[src/design/gcode_line_parser_assert.svh]
// Assertion macros used by the parser top level.
`ifndef GCODE_LINE_PARSER_ASSERT_SVH
`define GCODE_LINE_PARSER_ASSERT_SVH

// Same-cycle implication, checked outside reset.
`define GCLP_ASSERT_IMP(lbl, ante, cons, msg) \
  lbl: assert property (@(posedge clk) disable iff (rst) (ante) |-> (cons)) \
    else $error(msg);

// Next-cycle implication, checked outside reset.
`define GCLP_ASSERT_NXT(lbl, ante, cons, msg) \
  lbl: assert property (@(posedge clk) disable iff (rst) (ante) |=> (cons)) \
    else $error(msg);

`endif

[src/design/gclp_pkg.sv]
// Types, constants and helpers of the G-code line parser.
package gclp_pkg;

  typedef struct packed {
    logic [7:0] ch;
    logic       ch_valid;
    logic       last;
  } in_item_t;

  typedef struct packed {
    logic [1:0]         status;
    logic [7:0]         command_letter;
    logic [15:0]        command_number;
    logic [6:0]         present_mask;
    logic signed [31:0] x_value;
    logic signed [31:0] y_value;
    logic signed [31:0] z_value;
    logic signed [31:0] e_value;
    logic signed [31:0] f_value;
    logic signed [31:0] s_value;
    logic signed [31:0] p_value;
  } out_item_t;

  // Classified character handed from front to back.
  typedef struct packed {
    logic [7:0] ch;
    logic       ch_valid;
    logic       last;
    logic       is_ws;
    logic       is_digit;
    logic [3:0] digit;
  } cls_t;

  typedef enum logic [2:0] {
    PH_LEAD,
    PH_CMDNUM,
    PH_GAP,
    PH_VSTART,
    PH_VRUN,
    PH_COMMENT
  } phase_t;

  localparam logic [1:0] ST_OK      = 2'd0;
  localparam logic [1:0] ST_BLANK   = 2'd1;
  localparam logic [1:0] ST_INVALID = 2'd2;

  localparam logic [7:0] CH_SEMI   = 8'h3B;
  localparam logic [7:0] CH_DOT    = 8'h2E;
  localparam logic [7:0] CH_MINUS  = 8'h2D;
  localparam logic [7:0] CH_SPACE  = 8'h20;
  localparam logic [7:0] CH_TAB    = 8'h09;
  localparam logic [7:0] CH_CR     = 8'h0D;
  localparam logic [7:0] CH_ZERO   = 8'h30;
  localparam logic [7:0] CH_NINE   = 8'h39;
  localparam logic [7:0] CH_LOW_A  = 8'h61;
  localparam logic [7:0] CH_LOW_Z  = 8'h7A;
  localparam logic [7:0] CH_CASE   = 8'h20;
  localparam logic [7:0] CH_X      = 8'h58;
  localparam logic [7:0] CH_Y      = 8'h59;
  localparam logic [7:0] CH_Z      = 8'h5A;
  localparam logic [7:0] CH_E      = 8'h45;
  localparam logic [7:0] CH_F      = 8'h46;
  localparam logic [7:0] CH_S      = 8'h53;
  localparam logic [7:0] CH_P      = 8'h50;

  // Powers of ten for integer and fraction digit weights.
  function automatic logic [23:0] pow10(input logic [2:0] e);
    logic [23:0] r;
    unique case (e)
      3'd0: r = 24'd1;
      3'd1: r = 24'd10;
      3'd2: r = 24'd100;
      3'd3: r = 24'd1000;
      3'd4: r = 24'd10000;
      3'd5: r = 24'd100000;
      3'd6: r = 24'd1000000;
      default: r = 24'd0;
    endcase
    return r;
  endfunction

  // One-hot parameter slot: bit0 X .. bit6 P.
  function automatic logic [6:0] slot_mask(input logic [7:0] c);
    logic [6:0] m;
    m = 7'd0;
    if (c == CH_X) m[0] = 1'b1;
    if (c == CH_Y) m[1] = 1'b1;
    if (c == CH_Z) m[2] = 1'b1;
    if (c == CH_E) m[3] = 1'b1;
    if (c == CH_F) m[4] = 1'b1;
    if (c == CH_S) m[5] = 1'b1;
    if (c == CH_P) m[6] = 1'b1;
    return m;
  endfunction

endpackage

[src/design/gcode_line_parser.sv]
// G-code line parser top level: front classifier, parser back end, result queue.
// Characters of one line enter one per cycle through push/full while full is low;
// the item marked last yields one result transaction describing the whole line,
// read through empty/pop. The block sustains one character per clock while the
// result queue has room: the back end takes each character from the front queue
// in one pass through its compare and multiply-by-ten accumulate, and a line's
// result enters the result queue as its last item is taken. Only the item marked
// last waits on a full result queue; other characters never stall the parser.
// Parameter values come out in thousandths (10^-FRACTION_DIGITS), truncated,
// with magnitude saturating at 2^(VALUE_BITS-1)-1.
`include "gcode_line_parser_assert.svh"

module gcode_line_parser #(
  parameter int VALUE_BITS      = 32,
  parameter int FRACTION_DIGITS = 3
) (
  input  logic                clk,
  input  logic                rst,
  input  logic                push,
  output logic                full,
  input  gclp_pkg::in_item_t  item,
  output logic                empty,
  input  logic                pop,
  output gclp_pkg::out_item_t result
);

  logic                fq_empty;
  logic                take;
  gclp_pkg::cls_t      head;
  logic                res_full;
  logic                res_push;
  gclp_pkg::out_item_t res;

  gclp_front u_front (
    .clk   (clk),
    .rst   (rst),
    .push  (push),
    .full  (full),
    .item  (item),
    .empty (fq_empty),
    .take  (take),
    .head  (head)
  );

  gclp_back #(
    .VALUE_BITS      (VALUE_BITS),
    .FRACTION_DIGITS (FRACTION_DIGITS)
  ) u_back (
    .clk      (clk),
    .rst      (rst),
    .avail    (!fq_empty),
    .head     (head),
    .res_full (res_full),
    .take     (take),
    .res_push (res_push),
    .res      (res)
  );

  gclp_result_q u_result_q (
    .clk     (clk),
    .rst     (rst),
    .wr      (res_push),
    .wr_data (res),
    .full    (res_full),
    .empty   (empty),
    .pop     (pop),
    .result  (result)
  );

  `GCLP_ASSERT_IMP(a_no_drop, res_push, !res_full, "result written into full queue")
  `GCLP_ASSERT_IMP(a_take_valid, take, !fq_empty, "parser took from empty queue")
  `GCLP_ASSERT_IMP(a_clean_status, res_push && res.status != gclp_pkg::ST_OK,
                   res.present_mask == 7'd0 && res.command_letter == 8'd0,
                   "non-command status carries fields")
  `GCLP_ASSERT_NXT(a_result_lands, res_push, !empty, "result transaction lost")

endmodule

[src/design/gclp_front.sv]
// Front part: classifies incoming characters into a two-entry queue.
module gclp_front (
  input  logic               clk,
  input  logic               rst,
  input  logic               push,
  output logic               full,
  input  gclp_pkg::in_item_t item,
  output logic               empty,
  input  logic               take,
  output gclp_pkg::cls_t     head
);

  gclp_pkg::cls_t mem [2];
  logic           wr_ptr;
  logic           rd_ptr;
  logic [1:0]     count;
  gclp_pkg::cls_t cls;
  logic           do_push;
  logic           do_pop;

  always_comb begin
    cls.ch_valid = item.ch_valid;
    cls.last     = item.last;
    if (item.ch >= gclp_pkg::CH_LOW_A && item.ch <= gclp_pkg::CH_LOW_Z) begin
      cls.ch = item.ch - gclp_pkg::CH_CASE;
    end else begin
      cls.ch = item.ch;
    end
    cls.is_ws = (cls.ch == gclp_pkg::CH_SPACE) ||
                (cls.ch >= gclp_pkg::CH_TAB && cls.ch <= gclp_pkg::CH_CR);
    cls.is_digit = (cls.ch >= gclp_pkg::CH_ZERO) && (cls.ch <= gclp_pkg::CH_NINE);
    cls.digit    = 4'(cls.ch - gclp_pkg::CH_ZERO);
  end

  assign full    = (count == 2'd2);
  assign empty   = (count == 2'd0);
  assign do_push = push && !full;
  assign do_pop  = take && !empty;
  assign head    = mem[rd_ptr];

  always_ff @(posedge clk) begin
    if (do_push) begin
      mem[wr_ptr] <= cls;
    end
  end

  always_ff @(posedge clk) begin
    if (rst) begin
      wr_ptr <= 1'b0;
      rd_ptr <= 1'b0;
      count  <= 2'd0;
    end else begin
      if (do_push) wr_ptr <= !wr_ptr;
      if (do_pop)  rd_ptr <= !rd_ptr;
      count <= count + 2'(do_push) - 2'(do_pop);
    end
  end

endmodule

[src/design/gclp_back.sv]
// Back part: parse state machine, number accumulation and result build.
module gclp_back #(
  parameter int VALUE_BITS      = 32,
  parameter int FRACTION_DIGITS = 3
) (
  input  logic                clk,
  input  logic                rst,
  input  logic                avail,
  input  gclp_pkg::cls_t      head,
  input  logic                res_full,
  output logic                take,
  output logic                res_push,
  output gclp_pkg::out_item_t res
);

  localparam int W = ((VALUE_BITS > 28) ? VALUE_BITS : 28) + 4;
  localparam logic [W-1:0] MAG_MAX = ({{(W-1){1'b0}}, 1'b1} << (VALUE_BITS - 1)) - 1'b1;
  localparam logic [2:0] FD = 3'(FRACTION_DIGITS);
  localparam logic [23:0] INT_WEIGHT = gclp_pkg::pow10(3'(FRACTION_DIGITS));

  gclp_pkg::phase_t   phase, phase_char, phase_next;
  logic               seen_nonblank, seen_nonblank_next;
  logic               seen_content, seen_content_next;
  logic [7:0]         letter, letter_next;
  logic [15:0]        number, number_next;
  logic [7:0]         param_letter, param_letter_next;
  logic [W-1:0]       accum, accum_next;
  logic               sign, sign_next;
  logic               dot, dot_next;
  logic               stop, stop_next;
  logic [2:0]         frac, frac_next;
  logic signed [31:0] values [7];
  logic signed [31:0] values_next [7];
  logic [6:0]         present, present_next;

  logic [7:0]  c;
  logic        run_ch;
  logic        is_sp_letter;
  logic [19:0] num_mac;
  logic [27:0] dig_term;
  logic [W-1:0] acc_sum;
  logic [6:0]  cm;
  logic [31:0] cv;

  assign take     = avail && (!head.last || !res_full);
  assign res_push = take && head.last;
  assign c        = head.ch;
  assign run_ch   = head.is_digit || (c == gclp_pkg::CH_DOT) || (c == gclp_pkg::CH_MINUS);
  assign is_sp_letter = (c != gclp_pkg::CH_SEMI) && (c != gclp_pkg::CH_SPACE);

  function automatic gclp_pkg::phase_t start_phase(input logic [7:0] ch);
    gclp_pkg::phase_t p;
    if (ch == gclp_pkg::CH_SEMI) p = gclp_pkg::PH_COMMENT;
    else if (ch == gclp_pkg::CH_SPACE) p = gclp_pkg::PH_GAP;
    else p = gclp_pkg::PH_VSTART;
    return p;
  endfunction

  function automatic logic [31:0] signed_value(input logic [W-1:0] mag, input logic neg);
    logic [W-1:0] v;
    v = neg ? ({W{1'b0}} - mag) : mag;
    return v[31:0];
  endfunction

  // Next state of the parse phase.
  always_comb begin
    phase_char = phase;
    if (take && head.ch_valid) begin
      unique case (phase)
        gclp_pkg::PH_LEAD: begin
          if (!head.is_ws) begin
            phase_char = (c == gclp_pkg::CH_SEMI) ? gclp_pkg::PH_COMMENT
                                                  : gclp_pkg::PH_CMDNUM;
          end
        end
        gclp_pkg::PH_CMDNUM: begin
          if (!head.is_digit && c != gclp_pkg::CH_DOT) phase_char = start_phase(c);
        end
        gclp_pkg::PH_GAP: phase_char = start_phase(c);
        gclp_pkg::PH_VSTART, gclp_pkg::PH_VRUN: begin
          phase_char = run_ch ? gclp_pkg::PH_VRUN : start_phase(c);
        end
        gclp_pkg::PH_COMMENT: phase_char = phase;
        default: phase_char = gclp_pkg::PH_LEAD;
      endcase
    end
    phase_next = res_push ? gclp_pkg::PH_LEAD : phase_char;
  end

  // Datapath and result.
  always_comb begin
    seen_nonblank_next = seen_nonblank;
    seen_content_next  = seen_content;
    letter_next        = letter;
    number_next        = number;
    param_letter_next  = param_letter;
    accum_next         = accum;
    sign_next          = sign;
    dot_next           = dot;
    stop_next          = stop;
    frac_next          = frac;
    values_next        = values;
    present_next       = present;
    num_mac  = 20'(number) * 20'd10 + 20'(head.digit);
    acc_sum  = {W{1'b0}};
    dig_term = 28'd0;
    cm = gclp_pkg::slot_mask(param_letter);
    cv = signed_value(accum, sign);
    res = '0;

    if (take && head.ch_valid) begin
      unique case (phase)
        gclp_pkg::PH_LEAD: begin
          if (!head.is_ws) begin
            seen_nonblank_next = 1'b1;
            if (c != gclp_pkg::CH_SEMI) begin
              seen_content_next = 1'b1;
              letter_next = c;
              number_next = 16'd0;
              sign_next = 1'b0;
              dot_next  = 1'b0;
              stop_next = 1'b0;
              frac_next = 3'd0;
            end
          end
        end
        gclp_pkg::PH_CMDNUM: begin
          if (head.is_digit) begin
            if (!stop) number_next = (num_mac > 20'd65535) ? 16'hFFFF : num_mac[15:0];
          end else if (c == gclp_pkg::CH_DOT) begin
            stop_next = 1'b1;
          end else if (is_sp_letter) begin
            param_letter_next = c;
            accum_next = {W{1'b0}};
            sign_next = 1'b0;
            dot_next  = 1'b0;
            stop_next = 1'b0;
            frac_next = 3'd0;
          end
        end
        gclp_pkg::PH_GAP: begin
          if (is_sp_letter) begin
            param_letter_next = c;
            accum_next = {W{1'b0}};
            sign_next = 1'b0;
            dot_next  = 1'b0;
            stop_next = 1'b0;
            frac_next = 3'd0;
          end
        end
        gclp_pkg::PH_VSTART, gclp_pkg::PH_VRUN: begin
          if (run_ch) begin
            if (c == gclp_pkg::CH_MINUS) begin
              if (phase == gclp_pkg::PH_VSTART) sign_next = 1'b1;
              else stop_next = 1'b1;
            end else if (c == gclp_pkg::CH_DOT) begin
              if (dot) stop_next = 1'b1;
              else if (!stop) dot_next = 1'b1;
            end else if (!stop) begin
              // Accumulate directly in output units; saturation is monotonic.
              if (!dot) begin
                dig_term = 28'(head.digit) * 28'(INT_WEIGHT);
                acc_sum = (accum << 3) + (accum << 1) + W'(dig_term);
                accum_next = (acc_sum > MAG_MAX) ? MAG_MAX : acc_sum;
              end else if (frac < FD) begin
                dig_term = 28'(head.digit) * 28'(gclp_pkg::pow10(FD - 3'd1 - frac));
                acc_sum = accum + W'(dig_term);
                accum_next = (acc_sum > MAG_MAX) ? MAG_MAX : acc_sum;
                frac_next = frac + 3'd1;
              end
            end
          end else begin
            if (phase == gclp_pkg::PH_VRUN) begin
              for (int k = 0; k < 7; k++) begin
                if (cm[k]) values_next[k] = cv;
              end
              present_next = present | cm;
            end
            if (is_sp_letter) begin
              param_letter_next = c;
              accum_next = {W{1'b0}};
              sign_next = 1'b0;
              dot_next  = 1'b0;
              stop_next = 1'b0;
              frac_next = 3'd0;
            end
          end
        end
        gclp_pkg::PH_COMMENT: begin
          seen_nonblank_next = seen_nonblank;
        end
        default: begin
          seen_nonblank_next = seen_nonblank;
        end
      endcase
    end

    if (res_push) begin
      // Close an open run before building the transaction.
      if (phase_char == gclp_pkg::PH_VRUN) begin
        cm = gclp_pkg::slot_mask(param_letter_next);
        cv = signed_value(accum_next, sign_next);
        for (int k = 0; k < 7; k++) begin
          if (cm[k]) values_next[k] = cv;
        end
        present_next = present_next | cm;
      end
      if (!seen_nonblank_next) begin
        res.status = gclp_pkg::ST_BLANK;
      end else if (!seen_content_next) begin
        res.status = gclp_pkg::ST_INVALID;
      end else begin
        res.status         = gclp_pkg::ST_OK;
        res.command_letter = letter_next;
        res.command_number = number_next;
        res.present_mask   = present_next;
        res.x_value        = values_next[0];
        res.y_value        = values_next[1];
        res.z_value        = values_next[2];
        res.e_value        = values_next[3];
        res.f_value        = values_next[4];
        res.s_value        = values_next[5];
        res.p_value        = values_next[6];
      end
      seen_nonblank_next = 1'b0;
      seen_content_next  = 1'b0;
      letter_next        = 8'd0;
      number_next        = 16'd0;
      param_letter_next  = 8'd0;
      accum_next         = {W{1'b0}};
      sign_next          = 1'b0;
      dot_next           = 1'b0;
      stop_next          = 1'b0;
      frac_next          = 3'd0;
      for (int k = 0; k < 7; k++) values_next[k] = 32'sd0;
      present_next       = 7'd0;
    end
  end

  always_ff @(posedge clk) begin
    if (rst) begin
      phase         <= gclp_pkg::PH_LEAD;
      seen_nonblank <= 1'b0;
      seen_content  <= 1'b0;
      letter        <= 8'd0;
      number        <= 16'd0;
      param_letter  <= 8'd0;
      accum         <= {W{1'b0}};
      sign          <= 1'b0;
      dot           <= 1'b0;
      stop          <= 1'b0;
      frac          <= 3'd0;
      for (int k = 0; k < 7; k++) values[k] <= 32'sd0;
      present       <= 7'd0;
    end else begin
      phase         <= phase_next;
      seen_nonblank <= seen_nonblank_next;
      seen_content  <= seen_content_next;
      letter        <= letter_next;
      number        <= number_next;
      param_letter  <= param_letter_next;
      accum         <= accum_next;
      sign          <= sign_next;
      dot           <= dot_next;
      stop          <= stop_next;
      frac          <= frac_next;
      values        <= values_next;
      present       <= present_next;
    end
  end

endmodule

[src/design/gclp_result_q.sv]
// Two-entry result queue in front of the result ports.
module gclp_result_q (
  input  logic                clk,
  input  logic                rst,
  input  logic                wr,
  input  gclp_pkg::out_item_t wr_data,
  output logic                full,
  output logic                empty,
  input  logic                pop,
  output gclp_pkg::out_item_t result
);

  gclp_pkg::out_item_t mem [2];
  logic                wr_ptr;
  logic                rd_ptr;
  logic [1:0]          count;
  logic                do_wr;
  logic                do_pop;

  assign full   = (count == 2'd2);
  assign empty  = (count == 2'd0);
  assign do_wr  = wr && !full;
  assign do_pop = pop && !empty;
  assign result = mem[rd_ptr];

  always_ff @(posedge clk) begin
    if (do_wr) begin
      mem[wr_ptr] <= wr_data;
    end
  end

  always_ff @(posedge clk) begin
    if (rst) begin
      wr_ptr <= 1'b0;
      rd_ptr <= 1'b0;
      count  <= 2'd0;
    end else begin
      if (do_wr)  wr_ptr <= !wr_ptr;
      if (do_pop) rd_ptr <= !rd_ptr;
      count <= count + 2'(do_wr) - 2'(do_pop);
    end
  end

endmodule
[config.mk]
export PLATFORM = sky130hd
export DESIGN_NAME = gcode_line_parser
export DESIGN_NICKNAME = d
export VERILOG_FILES = /design/src/design/gclp_pkg.sv /design/src/design/gcode_line_parser.sv /design/src/design/gclp_front.sv /design/src/design/gclp_back.sv /design/src/design/gclp_result_q.sv
export VERILOG_INCLUDE_DIRS = /design/src /design/src/design
export SDC_FILE = /design/constraint.sdc
export NUM_CORES = 2
export LEC_CHECK = 0
export BUFFER_PORTS_ARGS = -buffer_cell sky130_fd_sc_hd__buf_2
export CAP_MARGIN = 10
export CORE_ASPECT_RATIO = 1.4
export CORE_MARGIN = 3
export CORE_UTILIZATION = 29
export DETAILED_ROUTE_END_ITERATION = 8
export PLACE_DENSITY_LB_ADDON = 0.1
export SYNTH_ARGS = -nofsm -noshare
export SYNTH_HDL_FRONTEND = slang
export SYNTH_SLANG_ARGS = --single-unit
export TNS_END_PERCENT = 50
[constraint.sdc]
create_clock -name clk -period 39.1 [get_ports clk]
set_input_delay 3.91 -clock clk [delete_from_list [all_inputs] [get_ports clk]]
set_output_delay 3.91 -clock clk [all_outputs]
set_load 0.02 [all_outputs]
==> impl_metrics.py <==
metrics = {
    "status": {
        "status": "finished clean",
    },
    "floorplanning": {
        "die_w_um": 340.6,
        "start_util_pct": 29.27,
        "die_h_um": 474.5,
        "io_pins": 273,
        "die_area_um2": 161600,
        "core_area_um2": 155300,
        "rows": 171,
    },
    "sta": {
        "maxSlewHeadroom_pct": 18.11,
        "tns_ps": 0,
        "finalSetupViolations": 0,
        "rsz0062_at_grt": "no",
        "timing_max_transition_violations_final": 0,
        "tightest_slew_ps": 1220,
        "fin_crit_ps": 10790,
        "period_share_pct": 27.60,
        "finClkSkew_ps": 37.39,
        "hold_viol": 0,
        "timing.fmax_ghz": 0.09265,
    },
    "cts": {
        "ctsRootBufferMaster": "clkbuf_16",
        "postCtsSetupRepairBufs": 0,
        "insertion_delay_ps": 720,
        "htree_num_levels": 3,
        "clockBufferDepth": 3,
        "cts_buffers": 90,
        "cts-resized-gates": 0,
        "hold_buffers": 0,
        "cts.sink_count": 858,
        "cts_tree": "yes",
        "clk_pin_slew_ps": 60,
    },
    "setup_path": {
        "rr_worst_depth": 33,
        "crit_end": "u_result_q.mem[0][124]$_DFFE_PP_",
        "slowest_stage": "nor3_4",
        "cp-start-kind": "register",
        "cp-end-kind": "register",
        "path_max_fanout": 25,
        "arrival_ps": 11200,
        "path_class": "register to register",
        "crit_required_ps": 39510,
        "r2r_end": "u_result_q.mem[0][124]$_DFFE_PP_",
        "r2r_slack_ps": 28310,
        "slowest_delay_ps": 920,
    },
    "synth": {
        "synth_flop_cell": "edfxtp_1",
        "yosysWarnings": 0,
        "yosysSeqAreaShare_pct": 49.63,
        "syn_inst": 4554,
        "synth.distinct_cells": 102,
        "async_flop_share_pct": 0,
        "ys_seq_elements": 858,
        "syn-cell-area_um2": 45460,
        "synth.net_count": 4792,
        "avgSynthCellArea_um2": 9.983,
        "synth_edf_count": 538,
    },
    "global_routing": {
        "track_usage_pct": 19.82,
        "grt_pass1_vias": 34450,
        "grt_max_degree": 166,
        "overflow": 0,
        "grt_first_pass_wirelength_um": 238300,
        "antenna_found_initial": 6,
    },
    "placed_design": {
        "gp_congestion": 0.8913,
        "port_buffers": 272,
        "hpwl_um": 115600,
    },
    "power_and_ir_drop": {
        "p_leak_nw": 19.13,
        "ir_drop_uv": 34.09,
        "power_density_nw_per_um2": 59.83,
    },
    "detailed_routing": {
        "num_vias": 34530,
        "drt-total-wl_um": 163000,
        "drtAntennaViolNets": 0,
        "viasPerCell": 4.999,
        "first_iter_violations": 1986,
        "drc_errors": 0,
        "drt-pass1-iter-count": 7,
        "routedWlPerCell_um": 23.60,
    },
    "finish": {
        "n_fill_cell": 16060,
        "fin_nets": 4989,
        "layout_commonest_cell": "nor2_1",
        "final_cell_mix": "nor2_1, edfxtp_1, a21oi_1",
        "layout-drive-gt1-share_pct": 17.44,
        "fin_util_pct": 33.59,
        "syn_to_final_growth_pct": 14.78,
    },
    "hold_path": {
        "hp-class": "register to register",
    },
    "job": {
        "cap_violations": 0,
    },
}
-- cells by family (layout without fill, tap and decap cells) --
| logic type | after synthesis | count (layout) | synth area share, % |
|---|---|---|---|
| AND/OR/NAND/NOR | 1511 | 1511 | 14.42 |
| other | 0 | 1 | 0 |
| adder cells (fa/ha/maj) | 224 | 224 | 7.337 |
| XOR/XNOR | 141 | 141 | 2.749 |
| AO/OA/AOI/OAI | 1038 | 1038 | 13.80 |
| flip-flops | 858 | 858 | 49.63 |
| multiplexers | 339 | 339 | 8.243 |
| buffers and inverters | 443 | 718 | 3.820 |
-- state kept, by name, indices dropped and copies added (netlist names), 2 cells and up, named ones only --
register / count
u_back.values: 224
u_back.phase: 3
u_back.present: 7
u_back.frac: 3
u_front.mem: 24
u_back.param_letter: 8
u_back.letter: 8
u_back.accum: 36
u_back.number: 16
u_front.count: 2
u_result_q.count: 2
u_result_q.mem: 514
-- synth_stat cells (16+ instances only) --
cell / number / area, µm²
a211oi_1: 57 / 427.9
a21o_1: 38 / 285.3
a21oi_1: 426 / 2132
a31oi_1: 29 / 181.4
and2_1: 23 / 143.9
and3_1: 24 / 150.1
clkbuf_1: 214 / 803.3
dfxtp_1: 320 / 6406
edfxtp_1: 538 / 16160
fa_1: 71 / 1421
ha_1: 153 / 1914
inv_1: 192 / 720.7
mux2_2: 273 / 3074
mux2i_1: 65 / 650.6
nand2_1: 353 / 1325
nand2b_1: 21 / 131.4
nand3_1: 54 / 270.3
nand4_1: 27 / 168.9
nor2_1: 817 / 3067
nor2b_1: 29 / 181.4
nor3_1: 53 / 265.3
nor4_1: 16 / 100.1
o211ai_1: 22 / 165.2
o21a_1: 23 / 172.7
o21ai_0: 258 / 1291
o31ai_1: 36 / 270.3
or3_1: 31 / 193.9
xnor2_1: 78 / 683.2
xor2_1: 61 / 534.3
-- metrics by stage --
| step | cell area, µm² | power, mW | cells | hold slack, ps | setup WS, ps |
|---|---|---|---|---|---|
| floorplan | 45460 | 1.934 | 4554 | 439.2 | 26480 |
| global placement | 49260 | 2.305 | 6735 | 450.1 | 28340 |
| detailed placement | 49260 | 2.303 | 6735 | 458.6 | 28190 |
| CTS | 52180 | 3.179 | 6905 | 473.6 | 28160 |
| global route | 52180 | 3.300 | 6906 | 494.5 | 27480 |
| finish | 52180 | 3.122 | 6906 | 467.8 | 28310 |
-- worst min-delay path by stage --
| stage | start | endpoint | slack [ps] | depth (start not counted) |
|---|---|---|---|---|
| after floorplan | u_back.present[0]$_SDFF_PP0_ | u_back.present[0]$_SDFF_PP0_ | 440 | 2 |
| after global placement | u_back.present[5]$_SDFF_PP0_ | u_back.present[5]$_SDFF_PP0_ | 450 | 2 |
| final | u_back.present[5]$_SDFF_PP0_ | u_back.present[5]$_SDFF_PP0_ | 470 | 2 |
| after detailed placement | u_back.present[5]$_SDFF_PP0_ | u_back.present[5]$_SDFF_PP0_ | 460 | 2 |
| after global routing | u_back.present[2]$_SDFF_PP0_ | u_back.present[2]$_SDFF_PP0_ | 490 | 2 |
| after CTS | u_back.present[5]$_SDFF_PP0_ | u_back.present[5]$_SDFF_PP0_ | 470 | 2 |
-- final cells by class --
class	count	area (µm²)	area share, %
Sequential cell	858	22570	43.24
Multi-Input combinational cell	3253	21360	40.94
Tap cell	2076	2597	4.978
Antenna cell	1	2.502	0.004796
Clock inverter	37	412.9	0.7913
Clock buffer	133	2505	4.800
Inverter	193	724.4	1.388
Timing Repair Buffer	355	2009	3.851
-- worst max-delay path, delay by kind of cell, from the launching register on --
family / cells / cell delay [ps]
flip-flops: 1 / 370
buffers and inverters: 6 / 1110
AO/OA/AOI/OAI: 12 / 2810
AND/OR/NAND/NOR: 5 / 2130
multiplexers: 2 / 440
XOR/XNOR: 2 / 980
adder cells (fa/ha/maj): 6 / 2600
-- metal layers --
layer  global-route usage, %  up-vias  wire, µm  part of all wire, %
met5                       0        -         0                    0
met4                   6.330        0      4932                  3.0
met3                   2.610      204      6297                  3.9
met2                   34.62      766     80680                   49
met1                   25.30    17020     71100                   44
li1                        -    16540         -                    -
-- power breakdown --
part	switching (mW)	total, mW	internal (mW)
registers	0.0316	1.14	1.10
clock network	0.381	0.862	0.481
logic	0.755	1.12	0.368
(Power assumes the default switching activity.)
